File: src/hdl/lph_pkg.sv
// types, constants and helper functions shared by the hash table block
`default_nettype none

package lph_pkg;

    // table geometry
    localparam int unsigned NUM_SLOTS = 16;
    localparam int unsigned IDX_W      = $clog2(NUM_SLOTS);
    localparam int unsigned REM_W      = IDX_W + 1;
    localparam int unsigned CNT_W      = $clog2(NUM_SLOTS + 1);
    localparam logic [REM_W-1:0] TS_REM = REM_W'(NUM_SLOTS);

    // field widths
    localparam int unsigned OP_W     = 2;
    localparam int unsigned KEY_W    = 31;
    localparam int unsigned STATUS_W = 3;
    localparam int unsigned SLOT_W   = 4;

    // home slot reduction: 2*key+3 taken apart in chunks, msb first
    localparam int unsigned HASH_BITS   = KEY_W + 2;
    localparam int unsigned HASH_STEP   = 8;
    localparam int unsigned HASH_CHUNKS = (HASH_BITS + HASH_STEP - 1) / HASH_STEP;
    localparam int unsigned HASH_W      = HASH_CHUNKS * HASH_STEP;
    localparam int unsigned CHUNK_W     = $clog2(HASH_CHUNKS);

    // operation codes
    localparam logic [OP_W-1:0] OP_INSERT = 2'd0;
    localparam logic [OP_W-1:0] OP_SEARCH = 2'd1;
    localparam logic [OP_W-1:0] OP_DELETE = 2'd2;
    localparam logic [OP_W-1:0] OP_NOP    = 2'd3;

    // status codes
    localparam logic [STATUS_W-1:0] ST_INSERTED  = 3'd0;
    localparam logic [STATUS_W-1:0] ST_FULL      = 3'd1;
    localparam logic [STATUS_W-1:0] ST_FOUND     = 3'd2;
    localparam logic [STATUS_W-1:0] ST_NOT_FOUND = 3'd3;
    localparam logic [STATUS_W-1:0] ST_DELETED   = 3'd4;
    localparam logic [STATUS_W-1:0] ST_DEL_MISS  = 3'd5;

    typedef struct packed {
        logic [OP_W-1:0]  operation;
        logic [KEY_W-1:0] key;
    } in_t;

    typedef struct packed {
        logic [STATUS_W-1:0] status;
        logic [SLOT_W-1:0]   slot;
    } out_t;

    // status from the hash unit to the sequencer
    typedef struct packed {
        logic             done;
        logic [IDX_W-1:0] home;
    } hash_res_t;

    // restoring remainder over one chunk of bits, msb first
    function automatic logic [IDX_W-1:0] mod_step(input logic [IDX_W-1:0] rem,
                                                  input logic [HASH_STEP-1:0] bits);
        logic [REM_W-1:0] t;
        logic [IDX_W-1:0] r;
        r = rem;
        for (int i = HASH_STEP - 1; i >= 0; i--)
        begin
            t = {r, bits[i]};
            if (t >= TS_REM)
            begin
                t = t - TS_REM;
            end
            r = t[IDX_W-1:0];
        end
        return r;
    endfunction

    // slot index as reported: low four bits, zero extended for small tables
    function automatic logic [SLOT_W-1:0] slot_of(input logic [IDX_W-1:0] idx);
        logic [IDX_W+SLOT_W-1:0] ext;
        ext = (IDX_W + SLOT_W)'(idx);
        return ext[SLOT_W-1:0];
    endfunction

endpackage

`default_nettype wire

File: src/hdl/lph_ram.sv
// generic single write port ram with registered read
`default_nettype none

module lph_ram #(
    parameter int WIDTH  = 32,
    parameter int DEPTH  = 16,
    parameter int ADDR_W = $clog2(DEPTH)
) (
    input  logic              clk,
    input  logic              we,
    input  logic [ADDR_W-1:0] waddr,
    input  logic [WIDTH-1:0]  wdata,
    input  logic [ADDR_W-1:0] raddr,
    output logic [WIDTH-1:0]  rdata
);

    logic [WIDTH-1:0] mem [DEPTH];
    logic [WIDTH-1:0] rdata_reg;

    // write port and registered read port
    always_ff @(posedge clk)
    begin
        if (we)
        begin
            mem[waddr] <= wdata;
        end
        rdata_reg <= mem[raddr];
    end

    assign rdata = rdata_reg;

endmodule

`default_nettype wire

File: src/hdl/lph_hash.sv
// iterative home slot unit: (2*key+3) mod table size, one chunk per cycle
`default_nettype none

module lph_hash (
    input  logic                   clk,
    input  logic                   rst_n,
    input  logic                   start,
    input  logic [lph_pkg::KEY_W-1:0] key,
    output lph_pkg::hash_res_t     res
);
    import lph_pkg::*;

    logic                  busy_reg, busy_next;
    logic                  done_reg, done_next;
    logic [CHUNK_W-1:0]    cnt_reg, cnt_next;
    logic [HASH_W-1:0]     val_reg, val_next;
    logic [IDX_W-1:0]      rem_reg, rem_next;
    logic [HASH_BITS-1:0]  h;

    localparam logic [CHUNK_W-1:0] LAST_CHUNK = CHUNK_W'(HASH_CHUNKS - 1);

    // 2*key+3 never overflows its width
    assign h = {1'b0, key, 1'b0} + HASH_BITS'(3);

    // sequencing of the shared remainder step
    always_comb
    begin
        busy_next = busy_reg;
        done_next = 1'b0;
        cnt_next  = cnt_reg;
        val_next  = val_reg;
        rem_next  = rem_reg;
        if (start)
        begin
            busy_next = 1'b1;
            cnt_next  = '0;
            val_next  = HASH_W'(h);
            rem_next  = '0;
        end
        else if (busy_reg)
        begin
            rem_next = mod_step(rem_reg, val_reg[HASH_W-1 -: HASH_STEP]);
            val_next = val_reg << HASH_STEP;
            cnt_next = cnt_reg + CHUNK_W'(1);
            if (cnt_reg == LAST_CHUNK)
            begin
                busy_next = 1'b0;
                done_next = 1'b1;
            end
        end
    end

    // control state
    always_ff @(posedge clk or negedge rst_n)
    begin
        if (!rst_n)
        begin
            busy_reg <= 1'b0;
            done_reg <= 1'b0;
        end
        else
        begin
            busy_reg <= busy_next;
            done_reg <= done_next;
        end
    end

    // datapath
    always_ff @(posedge clk)
    begin
        cnt_reg <= cnt_next;
        val_reg <= val_next;
        rem_reg <= rem_next;
    end

    assign res.done = done_reg;
    assign res.home = rem_reg;

    // a new key never arrives while a reduction is under way
    a_no_start_busy: assert property (@(posedge clk) disable iff (!rst_n)
        start |-> !busy_reg)
        else $error("hash start while busy");

    // done comes only at the end of a reduction
    a_done_after_busy: assert property (@(posedge clk) disable iff (!rst_n)
        done_reg |-> $past(busy_reg) && !busy_reg)
        else $error("hash done without a reduction");

endmodule

`default_nettype wire

File: src/hdl/linear_probe_hash_table_unit.sv
// open addressing hash table with linear probing, top level
//
//   channel | valid    | stall     | payload
//   input   | in_valid | in_stall  | in_data  (operation, key)
//   output  | out_valid| out_stall | out_data (status, slot)
//
// steps: one item first has its home slot found by the hash unit, then
//   each probed slot takes a key ram read step and then a check step, up
//   to NUM_SLOTS probes, then the result goes to the output register.
//   the key ram's registered read port is why each probe needs a read step.
// reset: used and tombstone flags are flip-flops cleared at once; keys need
//   no clearing since a key is only read from a used slot.
// stalls: the result sits in an output register, so the next item is taken
//   while it waits; that item stalls only at its own result step.
// operation code 3 is taken and dropped with no result.
`default_nettype none

module linear_probe_hash_table_unit (
    input  logic          clk,
    input  logic          rst_n,
    input  logic          in_valid,
    output logic          in_stall,
    input  lph_pkg::in_t  in_data,
    output logic          out_valid,
    input  logic          out_stall,
    output lph_pkg::out_t out_data
);
    import lph_pkg::*;

    localparam logic [2:0] ST_IDLE   = 3'd0;
    localparam logic [2:0] ST_HASH   = 3'd1;
    localparam logic [2:0] ST_READ   = 3'd2;
    localparam logic [2:0] ST_CHECK  = 3'd3;
    localparam logic [2:0] ST_RESULT = 3'd4;

    localparam logic [CNT_W-1:0] LAST_PROBE = CNT_W'(NUM_SLOTS - 1);

    logic [2:0]            state_reg, state_next;
    logic [OP_W-1:0]       op_reg, op_next;
    logic [KEY_W-1:0]      key_reg, key_next;
    logic [IDX_W-1:0]      idx_reg, idx_next;
    logic [CNT_W-1:0]      cnt_reg, cnt_next;
    logic [NUM_SLOTS-1:0]  used_reg, used_next;
    logic [NUM_SLOTS-1:0]  del_reg, del_next;
    out_t                  res_reg, res_next;
    out_t                  out_reg, out_next;
    logic                  out_valid_reg, out_valid_next;

    logic                  hash_start;
    hash_res_t             hres;
    logic                  ram_we;
    logic [KEY_W-1:0]      ram_rdata;

    logic                  cur_used;
    logic                  cur_del;
    logic                  key_hit;
    logic [REM_W-1:0]      idx_inc;
    logic [IDX_W-1:0]      idx_wrap;
    logic [STATUS_W-1:0]   miss_status;

    // home slot unit
    lph_hash u_hash (
        .clk   (clk),
        .rst_n (rst_n),
        .start (hash_start),
        .key   (key_reg),
        .res   (hres)
    );

    // key store
    lph_ram #(
        .WIDTH (KEY_W),
        .DEPTH (NUM_SLOTS)
    ) u_keys (
        .clk   (clk),
        .we    (ram_we),
        .waddr (idx_reg),
        .wdata (key_reg),
        .raddr (idx_reg),
        .rdata (ram_rdata)
    );

    // probe slot decode
    assign cur_used    = used_reg[idx_reg];
    assign cur_del     = del_reg[idx_reg];
    assign key_hit     = ram_rdata == key_reg;
    assign idx_inc     = {1'b0, idx_reg} + REM_W'(1);
    assign idx_wrap    = (idx_inc == TS_REM) ? '0 : idx_inc[IDX_W-1:0];
    assign miss_status = (op_reg == OP_SEARCH) ? ST_NOT_FOUND : ST_DEL_MISS;

    // sequencer
    always_comb
    begin
        state_next     = state_reg;
        op_next        = op_reg;
        key_next       = key_reg;
        idx_next       = idx_reg;
        cnt_next       = cnt_reg;
        used_next      = used_reg;
        del_next       = del_reg;
        res_next       = res_reg;
        out_next       = out_reg;
        out_valid_next = out_valid_reg;
        hash_start     = 1'b0;
        ram_we         = 1'b0;

        if (out_valid_reg && !out_stall)
        begin
            out_valid_next = 1'b0;
        end

        case (state_reg)
            ST_IDLE:
            begin
                if (in_valid && in_data.operation != OP_NOP)
                begin
                    op_next    = in_data.operation;
                    key_next   = in_data.key;
                    cnt_next   = '0;
                    state_next = ST_HASH;
                end
            end
            ST_HASH:
            begin
                // first cycle of the step kicks off the reduction
                if (cnt_reg == '0)
                begin
                    hash_start = 1'b1;
                    cnt_next   = CNT_W'(1);
                end
                if (hres.done)
                begin
                    idx_next   = hres.home;
                    cnt_next   = '0;
                    state_next = ST_READ;
                end
            end
            ST_READ:
            begin
                state_next = ST_CHECK;
            end
            ST_CHECK:
            begin
                state_next = ST_RESULT;
                if (op_reg == OP_INSERT && (!cur_used || cur_del || key_hit))
                begin
                    ram_we             = 1'b1;
                    used_next[idx_reg] = 1'b1;
                    del_next[idx_reg]  = 1'b0;
                    res_next.status    = ST_INSERTED;
                    res_next.slot      = slot_of(idx_reg);
                end
                else if (op_reg != OP_INSERT && !cur_used)
                begin
                    res_next.status = miss_status;
                    res_next.slot   = '0;
                end
                else if (op_reg != OP_INSERT && !cur_del && key_hit)
                begin
                    if (op_reg == OP_DELETE)
                    begin
                        del_next[idx_reg] = 1'b1;
                        res_next.status   = ST_DELETED;
                    end
                    else
                    begin
                        res_next.status = ST_FOUND;
                    end
                    res_next.slot = slot_of(idx_reg);
                end
                else if (cnt_reg == LAST_PROBE)
                begin
                    res_next.status = (op_reg == OP_INSERT) ? ST_FULL : miss_status;
                    res_next.slot   = '0;
                end
                else
                begin
                    idx_next   = idx_wrap;
                    cnt_next   = cnt_reg + CNT_W'(1);
                    state_next = ST_READ;
                end
            end
            ST_RESULT:
            begin
                if (!out_valid_reg || !out_stall)
                begin
                    out_next       = res_reg;
                    out_valid_next = 1'b1;
                    state_next     = ST_IDLE;
                end
            end
            default:
            begin
                state_next = ST_IDLE;
            end
        endcase
    end

    // control state
    always_ff @(posedge clk or negedge rst_n)
    begin
        if (!rst_n)
        begin
            state_reg     <= ST_IDLE;
            used_reg      <= '0;
            del_reg       <= '0;
            out_valid_reg <= 1'b0;
        end
        else
        begin
            state_reg     <= state_next;
            used_reg      <= used_next;
            del_reg       <= del_next;
            out_valid_reg <= out_valid_next;
        end
    end

    // payload
    always_ff @(posedge clk)
    begin
        op_reg  <= op_next;
        key_reg <= key_next;
        idx_reg <= idx_next;
        cnt_reg <= cnt_next;
        res_reg <= res_next;
        out_reg <= out_next;
    end

    assign in_stall  = state_reg != ST_IDLE;
    assign out_valid = out_valid_reg;
    assign out_data  = out_reg;

    // the hash unit reports only while the sequencer waits for it
    a_hash_done_state: assert property (@(posedge clk) disable iff (!rst_n)
        hres.done |-> state_reg == ST_HASH)
        else $error("hash done outside hash step");

    // a slot check never runs past the last probe
    a_probe_bound: assert property (@(posedge clk) disable iff (!rst_n)
        state_reg == ST_CHECK |-> cnt_reg <= LAST_PROBE)
        else $error("probe count past table size");

    // an insert leaves its slot used and live
    a_insert_live: assert property (@(posedge clk) disable iff (!rst_n)
        ram_we |=> used_reg[$past(idx_reg)] && !del_reg[$past(idx_reg)])
        else $error("inserted slot not live");

    // a new beat appears only from the result step
    a_out_from_result: assert property (@(posedge clk) disable iff (!rst_n)
        (out_valid_reg && !$past(out_valid_reg && !out_stall) && !$past(out_valid_reg))
            |-> $past(state_reg) == ST_RESULT)
        else $error("output beat without result step");

endmodule

`default_nettype wire
File: config.mk
export PLATFORM = sky130hd
export DESIGN_NAME = linear_probe_hash_table_unit
export DESIGN_NICKNAME = d
export VERILOG_FILES = /design/src/hdl/lph_pkg.sv /design/src/hdl/lph_ram.sv /design/src/hdl/lph_hash.sv /design/src/hdl/linear_probe_hash_table_unit.sv
export SDC_FILE = /design/constraint.sdc
export NUM_CORES = 1
export LEC_CHECK = 0
export BUFFER_PORTS_ARGS = -buffer_cell sky130_fd_sc_hd__buf_2
export CAP_MARGIN = 20
export CORE_ASPECT_RATIO = 0.8
export CORE_MARGIN = 1.5
export CORE_UTILIZATION = 25
export CTS_BUF_LIST = sky130_fd_sc_hd__clkbuf_4
export DETAILED_ROUTE_END_ITERATION = 10
export PLACE_DENSITY_LB_ADDON = 0.2
export RECOVER_POWER = 25
export REMOVE_ABC_BUFFERS = 1
export SLEW_MARGIN = 0
export SYNTH_ARGS = -nofsm -noshare
export SYNTH_HDL_FRONTEND = slang
export SYNTH_SLANG_ARGS = --single-unit
File: constraint.sdc
create_clock -name clk -period 4.59 [get_ports clk]
set_input_delay 0.459 -clock clk [delete_from_list [all_inputs] [get_ports clk]]
set_output_delay 0.459 -clock clk [all_outputs]
set_load 0.02 [all_outputs]
After elaboration in Yosys (flattened, before gate mapping):

Memories as Yosys holds them, arrays and structs flattened. A register that Yosys moved wholly into a read port is not among the register bits.
Cells that the tools add are included.

* output and inout bits: 9
* bits in writable memories: 496
* input port bits: 37
* memories kept: 1
* flip-flop bits (word level): 141
* logic and storage cells: 177

* bitwise gates (word level): 4
* $add $sub $neg: 12
* reduce and logical (&&, ||, !) cells: 33
* mux-type cells: 79
* equality and inequality tests: 20
* order comparisons: 10

Memories
* u_keys.mem: depth 16, width 31, read ports 1, clocked after memory_dff 1, wr ports 1, line lph_ram.sv:17 `logic [WIDTH-1:0] mem [DEPTH];`

Operators by type and width (count)
* $mux 4: 29
* $mux 33: 2
* $mux 16: 4
* $ge 5x5->1 const B: 8
* $mux 5: 7
* $add 32x2->33 const B: 1
* $or 16x16->16: 2
* $sub 4x1->4 const B: 8
* $eq 31x31->1: 1
* $mux 3: 10
* $mux 7: 3
* $mux 1: 18
* $and 16x16->16: 1
* $ne 2x2->1 const B: 8
* $not 16->16: 1
* $pmux 3 s5: 1
* $pmux 5 s3: 1
* $reduce_bool 2->1: 5
* $bmux 1 s4: 2
* $pmux 4 s2: 1
* $reduce_and 2->1: 4
* $logic_and 1x1->1: 7
* $reduce_and 7->1: 1
* $eq 3x2->1 const B: 2
* other kinds (24): 31

Longest topological paths before layout:

* depth after elaboration: 30
* depth in mapped cells: 10
* mapped depth without buffers: 6

Hierarchy:

Synthesis repeated with hierarchy kept, for this count alone.

* cell total of the unflattened synthesis: 1340
* area total of the unflattened synthesis: 25291.8 µm²

Modules (own cells, without submodules)
* lph_ram: cells an instance 812, seq. area each 15514.9 µm², instances 1, area each 19248.5 µm²
* linear_probe_hash_table_unit: cells an instance 382, seq. area each 2582.5 µm², instances 1, area each 4580.6 µm²
* lph_hash: cells an instance 146, seq. area each 760.7 µm², instances 1, area each 1462.7 µm²

Least setup slack after synthesis:

Ideal clock, no wire load.

* path kind: reg2reg
* from: reg idx_reg[0]
* to: mem u_keys.mem[11][0] in the netlist's numbering (enable)
* data required time: 4171 ps
* setup time: 419 ps
* buffers on the path: 2
* data arrival time: 3169 ps
* slack: 1002 ps
* stages on the path, launching flop included: 9
* period minus slack after synthesis: 3588 ps
* path through: edfxtp_1 > buf_6 > mux4_2 > a22o_1 > nor2_4 > a211o_4 > nand2_1 > buf_2 > nor2_1

* cells in the longest elaborated chain, start to end: 10
* elaborated cells between the ends (all ways): 12
* those cells by class: mux: 8; reduce/logical: 4

RTL lines
* start: declaration: line linear_probe_hash_table_unit.sv:41 `logic [IDX_W-1:0] idx_reg, idx_next;`
* start signal: assignment: line linear_probe_hash_table_unit.sv:223 `idx_reg <= idx_next;`
* $bmux 1 s4: line linear_probe_hash_table_unit.sv:84 `assign cur_used = used_reg[idx_reg];`
* $mux 1 (not written as such): line linear_probe_hash_table_unit.sv:84
* $logic_not 1->1: line linear_probe_hash_table_unit.sv:145 `if (op_reg == OP_INSERT && (!cur_used || cur_del || key_hit))`
* $logic_or 1x1->1 (2 in series): line linear_probe_hash_table_unit.sv:145
* $logic_and 1x1->1: line linear_probe_hash_table_unit.sv:145
* $mux 1: line linear_probe_hash_table_unit.sv:145
* $mux 1: line linear_probe_hash_table_unit.sv:112 `case (state_reg)`
* $mux 1: line lph_ram.sv:23 `if (we)`
* $mux 1 (not written as such): line lph_ram.sv:25 `mem[waddr] <= wdata;`
* end: declaration: line lph_ram.sv:17

Parallel ways exist; a longest one is shown, timed or not. The select of a mux whose other input is x is not followed.

Worst setup path in the final report:

* from: reg key_reg[28]
* to: mem u_keys.mem[11][15] in the netlist's numbering (enable)

* cells in the longest elaborated chain, start to end: 7

RTL lines
* start: declaration: line linear_probe_hash_table_unit.sv:40 `logic [KEY_W-1:0] key_reg, key_next;`
* start signal: assignment: line linear_probe_hash_table_unit.sv:222 `key_reg <= key_next;`
* $eq 31x31->1: line linear_probe_hash_table_unit.sv:86 `assign key_hit = ram_rdata == key_reg;`
* $logic_or 1x1->1: line linear_probe_hash_table_unit.sv:145
* $logic_and 1x1->1: line linear_probe_hash_table_unit.sv:145
* $mux 1: line linear_probe_hash_table_unit.sv:145
* $mux 1: line linear_probe_hash_table_unit.sv:112
* $mux 1: line lph_ram.sv:23
* $mux 1 (not written as such): line lph_ram.sv:25

No other way between the ends.

==> results.md <==
Setup path:
- The kind of capture point of the worst setup path is a flip-flop.
- The timing startpoint of the critical path is key_reg[28].
- In this run the worst setup path terminates at u_keys.mem[11][15].
- The worst path arrival time is 4630 ps.
- The worst register-to-register path has a setup slack of 610 ps.
- The element type at the critical path start is a flip-flop.
- The critical path is of the reg2reg type.
- The data required time of the worst path is 5240 ps.
- The worst register-to-register path begins at key_reg[28].
- The number of cells on the worst reg-to-reg path is 10.
- The capturing point of the worst reg2reg path is u_keys.mem[11][15].
- The highest net fanout along the worst path is 31.

Routing:
- The detailed-route wire length per cell is between 20 and 25 µm.
- The detail route stage leaves a number of antenna-violating nets equal to 0.
- After the first detailed-routing iteration, the DRC count stood at 929.
- In the routed design, unresolved DRC markers number 8.
- The first detailed-routing pass took 8 iterations.
- After detailed routing, the number of vias per cell comes to 4.33.
- Across all layers, the routed design uses 12726 vias.
- The final wirelength is about 63000 µm.

Run status:
- The checks that failed: design-rule violations, max-capacitance violations, max-slew violations.
- The flow ran to the end, but the final reports show violations.

Placed design:
- The quantity of I/O buffers inserted on ports is 45.
- The congestion estimate from routability-driven global placement came to about 0.73.
- After legalization and detailed placement, the total HPWL measured between 30000 and 40000 µm.
- The worst slack after detailed placement is 1030 ps.

Floorplan:
- The count of standard-cell rows is 103.
- From bottom edge to top edge, the die measures roughly 290 µm.
- The standard cell core area is ~100000 µm².
- The floorplan step set the die width to 356 µm.
- The die covers 102000 µm².
- The starting utilization of the core area is 0.252.
- The total I/O pin count is 46.

Timing:
- The count of pins over their slew limit came to 39.
- The relative max-transition margin is -0.536.
- The final hold slack is 157 ps.
- The setup slack after layout is between 600 and 700 ps.
- Clock skew on the completed layout was measured at 82.8 ps.
- Subtracting the final worst setup slack from the clock period gives ~4000 ps.
- The fmax is 251 MHz.
- Setup violations remaining at the end of the flow were counted as 0.
- Setup repair after global routing left no endpoint under its margin.
- Of the available clock period, the critical path in the final layout requires 0.867.
- The final-report hold violation count was 0.
- For the pin with the worst max-slew slack, the measured transition is ~2300 ps.

Clock tree:
- Buffers inserted during clock tree synthesis total 168.
- After clock tree synthesis, the clock-pin slew on the worst setup and hold paths is 70 ps.
- The clock tree root driver cell is sky130_fd_sc_hd__clkbuf_4.
- TritonCTS built the clock tree.
- The H-tree depth reported by CTS is 4.
- The number of sinks handled by clock tree synthesis is 648.
- The clock passes through at most 3 buffers.
- At the later pin of the worst-skew pair, clock insertion delay measures 1020 ps.

Pwr:
- The total power divided by cell area is 477 nW/µm².
- The sum of internal, switching and leakage power is 14.3 mW.
- The peak ir drop on the vdd network is 0.252 mV.
- The static power due to leakage is approximately 9.9 nW.

Synthesis:
- The number of standard cells after synthesis is 1214.
- The share of async-settable or async-resettable flops after synthesis is 0.0586.
- The leading register cell type out of synthesis is sky130_fd_sc_hd__edfxtp_1.
- After synthesis the netlist holds a flip-flop and latch count of 648.
- The synthesized netlist occupies a cell area of 25000 µm².
- The sequential element share of the synthesized area is 0.756.
- The number of flops mapped to enable cells by yosys is 569.
- The per-instance average area after synthesis is between 20 and 25 µm².
- The share of synthesized area in the top cell type comes to 0.685.
- Summed over all instances, the cell type with the most area after synthesis is sky130_fd_sc_hd__edfxtp_1.
- Ranked by total cell area, the synthesized netlist is headed by sky130_fd_sc_hd__edfxtp_1 68%, sky130_fd_sc_hd__mux4_2 15%, sky130_fd_sc_hd__dfrtp_1 3.8%, sky130_fd_sc_hd__dfxtp_1 3.3%, sky130_fd_sc_hd__xnor2_1 1.5%.
- The number of different library cells used by synthesis comes to 49.
- The commonest cells after synthesis are 569 x sky130_fd_sc_hd__edfxtp_1, 163 x sky130_fd_sc_hd__mux4_2, 50 x sky130_fd_sc_hd__nor2_1.
- Yosys printed 0 warnings.
- Yosys instantiated no cell more often than sky130_fd_sc_hd__edfxtp_1.

Global routing:
- The number of global-route vias before repair is 13441.
- Entering global routing, the biggest net connects between 40 and 50 pins.
- Global routing finished with a remaining overflow of 0.
- The overall track demand over capacity in global routing is 0.125.
- The first global-routing pass estimated 91300 µm of wire.
- The initial antenna violation count is 6.

Cells and area:
- The layout-stage area growth over the synthesis result is 20.0%.
- The register with the most flip-flops in the layout has a little under 500 of them.
- The net count of the finished layout is 1522.
- The final standard cell utilization of the core is 0.303.
- In the final layout, the share of cells above drive strength 1 is 0.339.

Flow run:
- The number of max-cap violations is 1.

Min path:
- The type of the tightest min-delay check is in2reg.
-- area by class of cell --
cell class / instances / area [µm²]
Inverter: 23 / 86.3
Clock inverter: 43 / 288
Multi-Input combinational cell: 487 / 5840
Timing Repair Buffer: 147 / 1200
Antenna cell: 9 / 22.5
Fill cell: 9699 / 68900
Tap cell: 1312 / 1640
Clock buffer: 268 / 2010
Sequential cell: 648 / 18900
-- report_power, final --
| group | total (mW) | internal [mW] | switching [mW] |
|---|---|---|---|
| combinational | 1.76 | 0.714 | 1.05 |
| sequential | 7.28 | 7.00 | 0.285 |
| clock | 5.24 | 2.87 | 2.37 |
-- per-layer routing --
| layer | global-route usage | routed length [µm] |
|---|---|---|
| met5 | 0 | 0 |
| met2 | 0.187 | 28500 |
| met1 | 0.177 | 30000 |
| met3 | 0.0292 | 3110 |
| met4 | 0.0453 | 1030 |
-- layout by cell type, fill, tap and decap left out, types with 8 or more instances in the layout --
cell type / netlist / routed
sky130_fd_sc_hd__and3_2: 0 / 8
sky130_fd_sc_hd__o21ai_0: 17 / 17
sky130_fd_sc_hd__xnor2_1: 42 / 42
sky130_fd_sc_hd__nand2_1: 43 / 43
sky130_fd_sc_hd__inv_1: 23 / 23
sky130_fd_sc_hd__mux2i_1: 9 / 9
sky130_fd_sc_hd__a211oi_1: 8 / 8
sky130_fd_sc_hd__buf_12: 0 / 14
sky130_fd_sc_hd__dlygate4sd3_1: 0 / 36
sky130_fd_sc_hd__nor2_4: 1 / 10
sky130_fd_sc_hd__mux2_1: 10 / 10
sky130_fd_sc_hd__clkbuf_4: 0 / 268
sky130_fd_sc_hd__nand3_1: 20 / 20
sky130_fd_sc_hd__buf_4: 0 / 35
sky130_fd_sc_hd__mux4_2: 163 / 163
sky130_fd_sc_hd__xor2_1: 8 / 8
sky130_fd_sc_hd__buf_2: 11 / 30
sky130_fd_sc_hd__clkbuf_1: 27 / 31
sky130_fd_sc_hd__nand4_1: 22 / 22
sky130_fd_sc_hd__ha_1: 10 / 10
sky130_fd_sc_hd__edfxtp_1: 569 / 569
sky130_fd_sc_hd__diode_2: 0 / 9
sky130_fd_sc_hd__dfrtp_1: 38 / 38
sky130_fd_sc_hd__nor2_1: 50 / 41
sky130_fd_sc_hd__dfxtp_1: 41 / 41
sky130_fd_sc_hd__clkinv_1: 0 / 27
-- cells by family after synthesis --
kind of cell,count (synthesis),share of synthesized area
flip-flops,648,0.756
AND/OR/NAND/NOR,191,0.0382
multiplexers,182,0.155
buffers and inverters,79,0.0133
AO/OA/AOI/OAI,54,0.0150
XOR/XNOR,50,0.0175
adder cells (fa/ha/maj),10,0.00501
-- worst min path at each step --
stage               cells past startpoint         from          end  slack (ps)
finish                                  2   in_data[7]   key_reg[7]         160
global route                            2  in_data[26]  key_reg[26]          40
CTS                                     2   in_data[7]   key_reg[7]           8
detailed placement                      0   res_reg[6]  out_data[6]         410
global placement                        0   res_reg[6]  out_data[6]         410
floorplan                               0        rst_n    async pin         160
-- what timing repair did --
item                                   in CTS  in global routing
hold buffers                               36                  0
gates resized for setup                     0                  0
buffers inserted                            0                  0
endpoints found under the hold margin      94                  0
-- critical path: stages, from the launching register on --
cell,delay (ps)
sky130_fd_sc_hd__edfxtp_1,360
sky130_fd_sc_hd__clkbuf_1,380
sky130_fd_sc_hd__xnor2_1,580
sky130_fd_sc_hd__nand4_1,280
sky130_fd_sc_hd__nor4_1,650
sky130_fd_sc_hd__buf_4,250
sky130_fd_sc_hd__a211o_4,280
sky130_fd_sc_hd__nand2_1,110
sky130_fd_sc_hd__buf_4,240
sky130_fd_sc_hd__nor2_4,150
sky130_fd_sc_hd__buf_12,250
-- stage by stage --
step | cells | area, µm² | setup TNS [ps]
CTS | 2926 | 30000 | 0
finish | 2937 | 29900 | 0
global placement | 2579 | 27300 | 0
detailed placement | 2579 | 27300 | 0
global route | 2936 | 29900 | 0
floorplan | 1158 | 24700 | -2029260
Power figures use the tool's default switching activity.
